[src/design/text_console_writer_assert.svh]
// Assertion macros shared by the console writer's assertion blocks.
`ifndef TEXT_CONSOLE_WRITER_ASSERT_SVH
`define TEXT_CONSOLE_WRITER_ASSERT_SVH

// Same-cycle implication, checked at every rising edge outside reset.
`define TCW_ASSERT_HOLDS(label, ante, cons, msg) \
  label: assert property (@(posedge clk) disable iff (rst) (ante) |-> (cons)) \
    else $error(msg);

// Next-cycle implication, checked at every rising edge outside reset.
`define TCW_ASSERT_NEXT(label, ante, cons, msg) \
  label: assert property (@(posedge clk) disable iff (rst) (ante) |=> (cons)) \
    else $error(msg);

`endif

[src/design/tcw_pkg.sv]
// Shared types and constants of the text console writer.
package tcw_pkg;

  localparam int CHAR_W       = 8;
  localparam int ATTR_W       = 8;
  localparam int CELL_W       = CHAR_W + ATTR_W;
  localparam int CMD_W        = 2;
  localparam int IN_ROW_W     = 5;
  localparam int IN_COL_W     = 7;
  localparam int CURSOR_ROW_W = 5;
  localparam int CURSOR_COL_W = 7;

  localparam logic [ATTR_W-1:0] ATTR_RESET = 8'h08;

  localparam logic [CHAR_W-1:0] CHAR_NUL = 8'd0;
  localparam logic [CHAR_W-1:0] CHAR_LF  = 8'd10;
  localparam logic [CHAR_W-1:0] CHAR_CR  = 8'd13;

  localparam int QUEUE_DEPTH = 2;
  localparam int QPTR_W      = 1;
  localparam int QCNT_W      = 2;

  typedef enum logic [CMD_W-1:0] {
    CMD_PUT    = 2'd0,
    CMD_CLEAR  = 2'd1,
    CMD_READ   = 2'd2,
    CMD_UNUSED = 2'd3
  } cmd_t;

  typedef enum logic [2:0] {
    OP_NOP,
    OP_CR,
    OP_LF,
    OP_PUT,
    OP_CLEAR,
    OP_READ
  } op_kind_t;

  typedef struct packed {
    op_kind_t              kind;
    logic [CHAR_W-1:0]     char_code;
    logic [IN_ROW_W-1:0]   row;
    logic [IN_COL_W-1:0]   col;
  } tcw_op_t;

  typedef struct packed {
    logic not_empty;
    logic full;
  } tcw_qstat_t;

  typedef enum logic [2:0] {
    BK_INIT,
    BK_IDLE,
    BK_CLEAR,
    BK_SCROLL,
    BK_SCROLL_END,
    BK_PUT,
    BK_REPLY
  } bk_state_t;

endpackage

[src/design/tcw_front.sv]
// Front end: accepts input items and classifies them into queue operations.
module tcw_front #(
  parameter int SCREEN_COLUMNS = 80,
  parameter int SCREEN_ROWS    = 25
) (
  input  logic                            in_valid,
  output logic                            in_stall,
  input  logic [tcw_pkg::CMD_W-1:0]       cmd,
  input  logic [tcw_pkg::CHAR_W-1:0]      char_code,
  input  logic [tcw_pkg::IN_ROW_W-1:0]    cell_row,
  input  logic [tcw_pkg::IN_COL_W-1:0]    cell_col,
  input  logic                            hold,
  input  tcw_pkg::tcw_qstat_t             q_stat,
  output logic                            push,
  output tcw_pkg::tcw_op_t                op
);
  import tcw_pkg::*;

  logic in_range;

  assign in_stall = hold || q_stat.full;
  assign push     = in_valid && !in_stall;
  assign in_range = (int'(cell_row) < SCREEN_ROWS) && (int'(cell_col) < SCREEN_COLUMNS);

  always_comb begin
    op.char_code = char_code;
    op.row       = cell_row;
    op.col       = cell_col;
    unique case (cmd)
      CMD_PUT: begin
        priority if (char_code == CHAR_NUL) op.kind = OP_NOP;
        else if (char_code == CHAR_CR)      op.kind = OP_CR;
        else if (char_code == CHAR_LF)      op.kind = OP_LF;
        else                                op.kind = OP_PUT;
      end
      CMD_CLEAR: op.kind = OP_CLEAR;
      // out-of-range reads answer zero, same as an ignored item
      CMD_READ:  op.kind = in_range ? OP_READ : OP_NOP;
      default:   op.kind = OP_NOP;
    endcase
  end

endmodule

[config.mk]
export PLATFORM = sky130hd
export DESIGN_NAME = tcw_front
export DESIGN_NICKNAME = d
export VERILOG_FILES = /design/src/design/text_console_writer_assert.svh /design/src/design/tcw_pkg.sv /design/src/design/tcw_front.sv
export SDC_FILE = /design/constraint.sdc
export NUM_CORES = 1
export LEC_CHECK = 0
export BUFFER_PORTS_ARGS = -buffer_cell sky130_fd_sc_hd__buf_2
export CORE_AREA = 5 5 42 44
export DETAILED_ROUTE_END_ITERATION = 12
export DIE_AREA = 0 0 47 49
export PLACE_DENSITY = 0.66
export SLEW_MARGIN = 20
export SYNTH_ARGS = -nofsm -noshare
export SYNTH_HDL_FRONTEND = slang
export SYNTH_SLANG_ARGS = --single-unit
[constraint.sdc]
create_clock -name vclk -period 1.8
set_input_delay 0.36 -clock vclk [all_inputs]
set_output_delay 0.36 -clock vclk [all_outputs]
set_load 0.02 [all_outputs]
Yosys cells after proc, flatten, opt, wreduce, memory -nomap -nowiden
Index checks and enable logic that the tools add are counted.

word-level totals
  bits of input ports = 26
  bits in latches = 0
  register bits after elaboration = 0
  memories = 0
  output and inout bits = 25
  memory bits (writable) = 0
  logic and storage cells = 17
  bits in read-only memories = 0

cells by class
  div/mod/pow operators = 0
  shifts and indexed selects = 0
  bitwise gates (word level) = 0
  mux-type cells = 5
  add/sub/neg operators = 0
  multipliers = 0
  equal/unequal tests = 4
  reductions and logical operators = 6
  magnitude comparators = 2

operators by type and width
  cell                                           count
  == test 8 x 4 -> 1 bit, second input constant  2
  case mux 3 bit (3 select lines)                1
  logical NOT 8 bit                              1
  < comparator 7 bit, second input constant      1
  < comparator 5 bit, second input constant      1
  two-way mux 2 bit                              2
  two-way mux 3 bit                              1
  == test 2 x 1 -> 1 bit, second input constant  1
  == test 2 bit, second input constant           1
  logical AND 1 bit                              2
  logical NOT 2 bit                              1
  logical NOT 1 bit                              1
  logical OR 1 bit                               1
  two-way mux 1 bit                              1

Depth between registers and ports, before layout
  depth after elaboration = 5
  mapped depth = 3
  depth with buffers taken out = 3

Worst setup path before layout
Ideal clock, no wire load.

  path kind = input -> output
  start = in cell_row[2] (netlist name)
  end = out op[20] (netlist name)
  path buffers = 0
  setup slack = 44 ps
  required time = 1440 ps
  cell stages on the path = 3
  arrival time = 1396 ps
  path through = o311ai_0 -> nand2_1 -> a221oi_1

RTL lines
  item                RTL line         text
  start: declaration  tcw_front.sv:10  input logic [tcw_pkg::IN_ROW_W-1:0] cell_row,
  end: declaration    tcw_front.sv:15  output tcw_pkg::tcw_op_t op

==> results by group <==
Global routing
  • Vias in the first global route: ~270
  • Largest net degree at the start of global routing: 6
  • Initial antenna violation count: 0
  • Total congestion overflow: 0
  • First-pass GRT wire length: approximately 1100 microns
  • GRT Total Usage: 0.05754

Synth
  • Yosys warnings: 0
  • Yosys top cell area share: 0.5660
  • Top post-synthesis cells by count: buf_4 (20), nand2b_1 (2), nor2_1 (2), nor3_1 (2), o21ai_0 (2)
  • Cell count after synthesis: 38
  • Sequential share of the synthesized area: 0
  • Cell with the most instances after synthesis: buf_4
  • Avg Cell Area, Syn: roughly 7.0 sq um
  • Syn nets: 64
  • Cell area after synthesis: ~270 sq um
  • Biggest area consumer among synthesized cells: buf_4
  • Most area-consuming cells after synthesis: buf_4 (57%), a211oi_2 (4.7%), nand2b_1 (4.7%)
  • Unique masters post-synth: 15

Min path
  • Worst Hold Path EP: op[0]
  • Hold Crit Start: cell_col[0]
  • Hold Path Depth: 0
  • Hold WC Path Type: in -> out

Setup path
  • Worst Path Max Fanout: 2
  • Crit path arrival time: 1.38 ns
  • Cell Chain, Critical Path: buf_2 > or4_4 > nor2_1 > a221oi_2 > buf_2
  • Startpoint types: input pin
  • CP Buf/Inv Count: 2
  • Critical Path Sink Type: primary output
  • CP dominant cell by count: buf_2
  • WP data required: around 1.4 ns
  • Cell with the largest stage delay on the worst path: or4_4
  • CP max stage delay: 0.53 ns
  • Crit path max-delay family: simple AND/OR/NAND/NOR gates
  • Critical path class: in -> out

Placed design
  • Gpl congestion: about 0.69
  • Port bufs: 42
  • Post-DP HPWL: 747 microns
  • Placed cell area: 345.3 sq um
  • Pre-CTS setup slack: around 0.0042 ns

STA
  • RSZ-0062 raised after global routing: no
  • Worst setup margin: 0.05942 ns
  • Fin Setup TNS: 0 ns
  • Fmax: 574.5 MHz
  • Slew @ Worst Pin: between 0.2 and 0.25 ns
  • Period utilization: 0.9670
  • Max Slew Vio Count: 0
  • Finish-stage setup viols: 0
  • Final hold vios: 0
  • Final Critical Period: between 1.5 and 2 ns
  • Slew Limit Headroom: 0.8558

Drt
  • DRC viols: 0
  • Vias post-DR: about 310
  • Number of vias per cell: about 4.1
  • WL final: around 770 microns
  • Antenna viol nets, final: 0
  • DR iter-0 viols: 0
  • Routed len/inst: 10.07 microns
  • DRT Pass-1 Iters: 1

Die
  • Core ar.: 1401 sq um
  • Die Ht: a little under 50 microns
  • I/O Pins: a little over 50
  • Die ar.: between 2000 and 2500 sq um
  • Die Wd: roughly 47 microns
  • Rows: 14
  • Starting density of the core: 0.1893

Finish
  • Nets: 88
  • Layout fillers: 170
  • Syn-to-layout area delta: 35.38%
  • Reg area: 0 sq um
  • Clkbuf count: 0
  • Share of cells above drive strength 1: 0.7833
  • Post-Layout Inst Area: between 300 and 400 sq um
  • Diode count: 0
  • Final Util: 0.2563
  • Sequential cells: 0

Power
  • Leakage: 0.0002074 uW
  • Worst ir drop on vdd: slightly above 80 uV
  • PD cells: 292.4 nW/um^2

Clock tree
  • Hold Buf Count CTS: 0

Run
  • Maxcap violations: 0

Outcome
  • Outcome: completed
logic make-up after synthesis:
kind of cell / after synthesis / synth area share
compound gates: 5 / 0.1509
xor+xnor: 1 / 0.03302
buf+inv: 21 / 0.5802
simple gates: 11 / 0.2358
layout make-up:
| cell class | count | area [sq um] | area share |
|---|---|---|---|
| repair buffers | 42 | 210.2 | 0.5854 |
| multi-input cells | 17 | 125.1 | 0.3484 |
| well taps | 16 | 20.02 | 0.05575 |
| inverters | 1 | 3.754 | 0.01045 |
where the power goes:
group | internal [uW] | switching, uW | leakage (uW) | total, uW
Clock | 0 | 0 | 0 | 0
Sequential | 0 | 0 | 0 | 0
Combinational | 42.4 | 62.6 | 0.000207 | 105
Total | 42.4 | 62.6 | 0.000207 | 105
routing by layer:
layer | vias up | share of wire | GRT usage
met5 | - | 0 | 0
met3 | 4 | 0.19 | 0.003690
met1 | 128 | 0.33 | 0.06739
met2 | 29 | 0.47 | 0.1086
met4 | 0 | 0.012 | 0.009217
li1 | 153 | - | -
metrics by stage:
stage / power [uW] / hold slack, ns / instances
floorplan: 87.15 / 0.8022 / 38
global placement: 101.7 / 0.7201 / 76
detailed placement: 103.1 / 0.7201 / 76
CTS: 103.8 / 0.7201 / 76
global route: 114.0 / 0.7200 / 76
finish: 105.0 / 0.7200 / 76
layout by cell type, fill, tap and decap left out, drive strengths merged, types with 2 or more instances in the layout:
| cell | count |
|---|---|
| buf | 42 |
| nand2b | 2 |
| nor2 | 2 |
| nor3 | 2 |
| o21ai | 2 |
repair_timing:
item                                    CTS  global route
endpoints found under the hold margin     0             0
endpoints found under the setup margin    1             2
resized for setup                         1             2
buffers inserted                          0             0
cloned                                    0             0
pin swaps                                 0             2
how the worst max path moves through the flow:
stage	from	to	slack (ns)	cells past startpoint
after global routing	char_code[5]	op[20]	0.006	5
after global placement	cell_row[2]	op[20]	-0.03	5
after CTS	char_code[5]	op[21]	0.02	5
after floorplan	cell_row[2]	op[20]	0.04	3
after detailed placement	cell_row[2]	op[20]	0.004	5
final	char_code[5]	op[20]	0.06	5
Power figures use the tool's default switching activity.
