### src/design/text_console_writer_assert.svh
// Assertion macros shared by the console writer's assertion blocks.
`ifndef TEXT_CONSOLE_WRITER_ASSERT_SVH
`define TEXT_CONSOLE_WRITER_ASSERT_SVH

// Same-cycle implication, checked at every rising edge outside reset.
`define TCW_ASSERT_HOLDS(label, ante, cons, msg) \
  label: assert property (@(posedge clk) disable iff (rst) (ante) |-> (cons)) \
    else $error(msg);

// Next-cycle implication, checked at every rising edge outside reset.
`define TCW_ASSERT_NEXT(label, ante, cons, msg) \
  label: assert property (@(posedge clk) disable iff (rst) (ante) |=> (cons)) \
    else $error(msg);

`endif

### src/design/tcw_pkg.sv
// Shared types and constants of the text console writer.
package tcw_pkg;

  localparam int CHAR_W       = 8;
  localparam int ATTR_W       = 8;
  localparam int CELL_W       = CHAR_W + ATTR_W;
  localparam int CMD_W        = 2;
  localparam int IN_ROW_W     = 5;
  localparam int IN_COL_W     = 7;
  localparam int CURSOR_ROW_W = 5;
  localparam int CURSOR_COL_W = 7;

  localparam logic [ATTR_W-1:0] ATTR_RESET = 8'h08;

  localparam logic [CHAR_W-1:0] CHAR_NUL = 8'd0;
  localparam logic [CHAR_W-1:0] CHAR_LF  = 8'd10;
  localparam logic [CHAR_W-1:0] CHAR_CR  = 8'd13;

  localparam int QUEUE_DEPTH = 2;
  localparam int QPTR_W      = 1;
  localparam int QCNT_W      = 2;

  typedef enum logic [CMD_W-1:0] {
    CMD_PUT    = 2'd0,
    CMD_CLEAR  = 2'd1,
    CMD_READ   = 2'd2,
    CMD_UNUSED = 2'd3
  } cmd_t;

  typedef enum logic [2:0] {
    OP_NOP,
    OP_CR,
    OP_LF,
    OP_PUT,
    OP_CLEAR,
    OP_READ
  } op_kind_t;

  typedef struct packed {
    op_kind_t              kind;
    logic [CHAR_W-1:0]     char_code;
    logic [IN_ROW_W-1:0]   row;
    logic [IN_COL_W-1:0]   col;
  } tcw_op_t;

  typedef struct packed {
    logic not_empty;
    logic full;
  } tcw_qstat_t;

  typedef enum logic [2:0] {
    BK_INIT,
    BK_IDLE,
    BK_CLEAR,
    BK_SCROLL,
    BK_SCROLL_END,
    BK_PUT,
    BK_REPLY
  } bk_state_t;

endpackage

### src/design/tcw_queue.sv
// Short queue of classified operations between front and back.
module tcw_queue (
  input  logic                 clk,
  input  logic                 rst,
  input  logic                 push,
  input  tcw_pkg::tcw_op_t     push_op,
  input  logic                 pop,
  output tcw_pkg::tcw_op_t     head,
  output tcw_pkg::tcw_qstat_t  q_stat
);
  import tcw_pkg::*;

  tcw_op_t           entries [QUEUE_DEPTH];
  logic [QPTR_W-1:0] wr_ptr;
  logic [QPTR_W-1:0] rd_ptr;
  logic [QCNT_W-1:0] count;

  assign head             = entries[rd_ptr];
  assign q_stat.not_empty = (count != '0);
  assign q_stat.full      = (count == QCNT_W'(QUEUE_DEPTH));

  always_ff @(posedge clk) begin
    if (push) begin
      entries[wr_ptr] <= push_op;
    end
  end

  always_ff @(posedge clk) begin
    if (rst) begin
      wr_ptr <= '0;
      rd_ptr <= '0;
      count  <= '0;
    end else begin
      if (push) begin
        wr_ptr <= (wr_ptr == QPTR_W'(QUEUE_DEPTH - 1)) ? '0 : wr_ptr + QPTR_W'(1);
      end
      if (pop) begin
        rd_ptr <= (rd_ptr == QPTR_W'(QUEUE_DEPTH - 1)) ? '0 : rd_ptr + QPTR_W'(1);
      end
      if (push && !pop) begin
        count <= count + QCNT_W'(1);
      end else if (pop && !push) begin
        count <= count - QCNT_W'(1);
      end
    end
  end

endmodule

### config.mk
export PLATFORM = sky130hd
export DESIGN_NAME = tcw_queue
export DESIGN_NICKNAME = d
export VERILOG_FILES = /design/src/design/text_console_writer_assert.svh /design/src/design/tcw_pkg.sv /design/src/design/tcw_queue.sv
export SDC_FILE = /design/constraint.sdc
export NUM_CORES = 1
export LEC_CHECK = 0
export BUFFER_PORTS_ARGS = -buffer_cell sky130_fd_sc_hd__buf_2
export CAP_MARGIN = 20
export CELL_PAD_IN_SITES_DETAIL_PLACEMENT = 1
export CELL_PAD_IN_SITES_GLOBAL_PLACEMENT = 2
export CORE_MARGIN = 2
export CORE_UTILIZATION = 39
export CTS_CLUSTER_DIAMETER = 120
export DETAILED_ROUTE_END_ITERATION = 8
export PLACE_DENSITY = 0.87
export SLEW_MARGIN = 20
export SYNTH_ARGS = -nofsm -noshare
export SYNTH_HDL_FRONTEND = slang
export SYNTH_SLANG_ARGS = --single-unit
### constraint.sdc
create_clock -name clk -period 2.7 [get_ports clk]
set_input_delay 0.27 -clock clk [delete_from_list [all_inputs] [get_ports clk]]
set_output_delay 0.27 -clock clk [all_outputs]
set_load 0.01 [all_outputs]
# Yosys cells after proc, flatten, opt, wreduce, memory -nomap -nowiden

Memory sizes are Yosys's and may differ from the RTL's. A register that Yosys moved wholly into a read port is not among the register bits.
Index checks and enable logic that the tools add are counted.

Reduce and logical (&&, ||, !) cells: 6
Equal/unequal tests: 1
Add/sub/neg operators: 4
Muxes and demuxes: 8

Operators by type and width:

| cell                                              | count |
|---|---|
| 2-to-1 mux 1 bit                                  | 6 |
| 2-to-1 mux 2 bit                                  | 2 |
| nonzero test 2 bit                                | 2 |
| adder 1 bit (second input constant)               | 2 |
| adder 2 x 1 -> 2 bit (second input constant)      | 1 |
| == test 2 bit (second input constant)             | 1 |
| logical AND 1 bit                                 | 2 |
| logical NOT 1 bit                                 | 2 |
| subtractor 2 x 1 -> 2 bit (second input constant) | 1 |

Output and inout port bits: 25
Bits in writable memories: 46
Bits of input ports: 27
Memories: 1
Word-level logic and storage cells: 23
Flip-flop bits (word level): 4

Memory list:

| name    | words | width | rd ports | clocked after memory_dff | write ports | line            | text |
|---|---|---|---|---|---|---|---|
| entries | 2     | 23    | 1        | 1                        | 1           | tcw_queue.sv:13 | `tcw_op_t entries [QUEUE_DEPTH];` |

# Logic depth before layout (Yosys ltp)

Depth in word-level cells: 4
Mapped depth: 5
Mapped depth without buffers: 5

# Worst setup path after synthesis

No wires, ideal clock.

Kind: reg-to-reg
From: register wr_ptr
To: memory entries[0][0] in the netlist's numbering, enable pin
Period minus slack after synthesis: 1.778 ns
Path buffers: 0
Cell stages (with the launch flop): 2
Data required time: 2.295 ns
Data arrival time: 1.372 ns
Slack: 0.922 ns
Cell sequence: dfxtp_1 -> nor2b_1

RTL lines:

| element                | line            | text |
|---|---|---|
| from (decl)            | tcw_queue.sv:14 | `logic [QPTR_W-1:0] wr_ptr;` |
| from (signal assigned) | tcw_queue.sv:35 | `wr_ptr <= (wr_ptr == QPTR_W'(QUEUE_DEPTH - 1)) ? '0 : wr_ptr + QPTR_W'(1);` |
| to (decl)              | tcw_queue.sv:13 |  |

No word-level cell before the write port.

==> results.sh <==
export IMPL_max_freq_mhz=558
export IMPL_io_buffer_count=51
export IMPL_synth_top_family_by_area="multiplexers"
export IMPL_fp_dieW_um=73.2
export IMPL_r2r_cells=2
export IMPL_hold_viol_final=0
export IMPL_multi_input_area_um2=368
export IMPL_cts_setup_buffers=0
export IMPL_setup_viol=0
export IMPL_root_buffer="clkbuf_8"
export IMPL_route_vias_total=989
export IMPL_start_util_pct=40.0
export IMPL_status="completed"
export IMPL_relSlewSlack_pct=52.9
export IMPL_clockBufferDepth=2
export IMPL_drtPass1Iterations=3
export IMPL_post_cts_resized=0
export IMPL_seq_area_um2=1480
export IMPL_drcViolationCount=0
export IMPL_grt_pass1_wl_um=5220
export IMPL_endpoint="head[3]"
export IMPL_cts_tree="done"
export IMPL_synth_seq_area_share_pct=79.4
export IMPL_synth_cell_type_count=16
export IMPL_yosys_area_share_xor_xnor_pct=1.88
export IMPL_rows=25
export IMPL_cp_required_ns=2.43
export IMPL_crit_type="register to output port"
export IMPL_fin_ws_ns=0.907
export IMPL_ant_nets=0
export IMPL_slew_violations=0
export IMPL_drt_wirelength_per_cell_um=16.0
export IMPL_synth_fp_nets=121
export IMPL_clk_latency_ns=0.30
export IMPL_grt_pass1_vias=1065
export IMPL_ys_seq_elements=51
export IMPL_crit_path_start_kind="register"
export IMPL_numClockSinks=51
export IMPL_dp_slack_ns=1.08
export IMPL_worst_pin_slew_ns=0.706
export IMPL_path_clk_slew_ns=0.09
export IMPL_cts_made_buffers=5
export IMPL_final_min_clock_period_ns=1.79
export IMPL_p_leak_nw=0.872
export IMPL_n_antenna_cell=0
export IMPL_hp_class="input pin to register"
export IMPL_area_growth_pct=22.3
export IMPL_finClkSkew_ns=0.00741
export IMPL_grt_overflow=0
export IMPL_cts_hold_buffers_added=0
export IMPL_cp_max_fo=20
export IMPL_yosys_area_share_simple_pct=2.62
export IMPL_synth_area_um2=1870
export IMPL_nets=180
export IMPL_yosys_area_share_adder_pct=0.671
export IMPL_drv_cap=0
export IMPL_max_vdd_ir_drop_v=0.000281
export IMPL_htreeDepth=2
export IMPL_rsz0062_at_grt="no"
export IMPL_drt_iter0_drc=69
export IMPL_core_um2=4660
export IMPL_synth_avg_cell_area_um2=20.1
export IMPL_die_h_um=73.2
export IMPL_yosys_warnings=0
export IMPL_layout_commonest_cell="buf_2"
export IMPL_track_usage_pct=13.8
export IMPL_rr_endpoint="entries[1][9]"
export IMPL_muxShareOfSynthArea_pct=13.9
export IMPL_via_per_inst=4.78
export IMPL_grt_max_degree=21
export IMPL_fillers=465
export IMPL_dieArea_um2=5350
export IMPL_crit_arrival_ns=1.52
export IMPL_drive_above_1_share_pct=56.2
export IMPL_reg2reg_from="wr_ptr"
export IMPL_setup_tns_ns=0
export IMPL_syn_inst=93
export IMPL_final_cell_mix="buf_2, edfxtp_1, mux2_2"
export IMPL_powerDensity_nw_per_um2=676
export IMPL_synth_compound_area_share_pct=0.537
export IMPL_fin_crit_sh_pct=66.4
export IMPL_routed_wl_um=3320
export IMPL_worstSetupEndpointType="output port"
export IMPL_antenna_found_initial=0
export IMPL_pin_count=52
export IMPL_reg2reg_slack_ns=1.09
export IMPL_gp_congestion=0.679
export IMPL_dp_final_hpwl_um=2410
## synth_stat cells
cell type  instances  area share, %
a21oi_1            1           0.27
mux2_2            23             14
edfxtp_1          46             74
nor2b_1            1           0.34
xnor2_1            2           0.94
nor2_1             4           0.80
or3_1              1           0.34
and2_1             1           0.34
and2b_2            1           0.47
xor2_1             2           0.94
o21ai_0            1           0.27
inv_1              1           0.20
or2_2              1           0.34
ha_1               1           0.67
buf_4              2           0.80
dfxtp_1            5            5.4
## cell families after synthesis
group                    Yosys count
multiplexers                      23
AO/OA/AOI/OAI                      2
buffers and inverters              3
XOR/XNOR                           4
adder cells (fa/ha/maj)            1
flip-flops                        51
AND/OR/NAND/NOR                    9
## routing by layer
metal | global-route usage (%) | share of wire, % | vias up
met2 | 22.5 | 52 | 34
met4 | 8.64 | 2.6 | 0
li1 | - | - | 469
met5 | 0 | 0 | -
met1 | 15.0 | 39 | 480
met3 | 5.39 | 6.8 | 6
## state kept, by name, summed over array words and instances, names as in the netlist, named ones only
signal	flops
entries	46
count	2
rd_ptr	1
wr_ptr	1
## report_power, final
part	leakage [nW]	total [mW]	internal (mW)	switching, mW
logic	0.360	0.200	0.0984	0.102
registers	0.473	0.934	0.916	0.0176
clock network	0.0392	0.410	0.176	0.234
total	0.872	1.54	1.19	0.353
## area by class of cell
cell class / count / area share [%]
sequential: 51 / 64.9
clock buffer: 5 / 3.02
clock inverter: 3 / 0.658
inverter: 1 / 0.164
multi-input combinational: 39 / 16.1
timing repair buffer: 54 / 12.2
tap: 54 / 2.96
## worst max-delay path: stages (launching register included)
cell	delay [ns]
dfxtp_1	0.39
buf_4	0.30
mux2_2	0.38
buf_2	0.14
## metrics by stage
stage	total power [mW]	hold slack (ns)	util (%)	instance area, µm²	std cells
CTS	1.57	0.134	49.0	2280	207
detailed placement	1.16	0.464	47.2	2200	199
global route	1.61	0.136	49.0	2280	207
floorplan	1.07	0.339	-	1870	93
global placement	1.15	0.463	47.2	2200	199
finish	1.54	0.151	49.0	2280	207
## worst min path at each step
| stage | startpoint | endpoint | slack [ns] | cells past startpoint |
|---|---|---|---|---|
| 3_5_place_dp | push_op[6] | entries[0][6] | 0.46 | 1 |
| 6_report | push_op[6] | entries[0][6] | 0.15 | 1 |
| 5_1_grt | push_op[10] | entries[1][10] | 0.14 | 1 |
| 4_1_cts | push_op[6] | entries[0][6] | 0.13 | 1 |
| 2_1_floorplan | rst | count[1] | 0.34 | 1 |
| 3_3_place_gp | push_op[20] | entries[0][20] | 0.46 | 1 |
(Power assumes the default switching activity.)
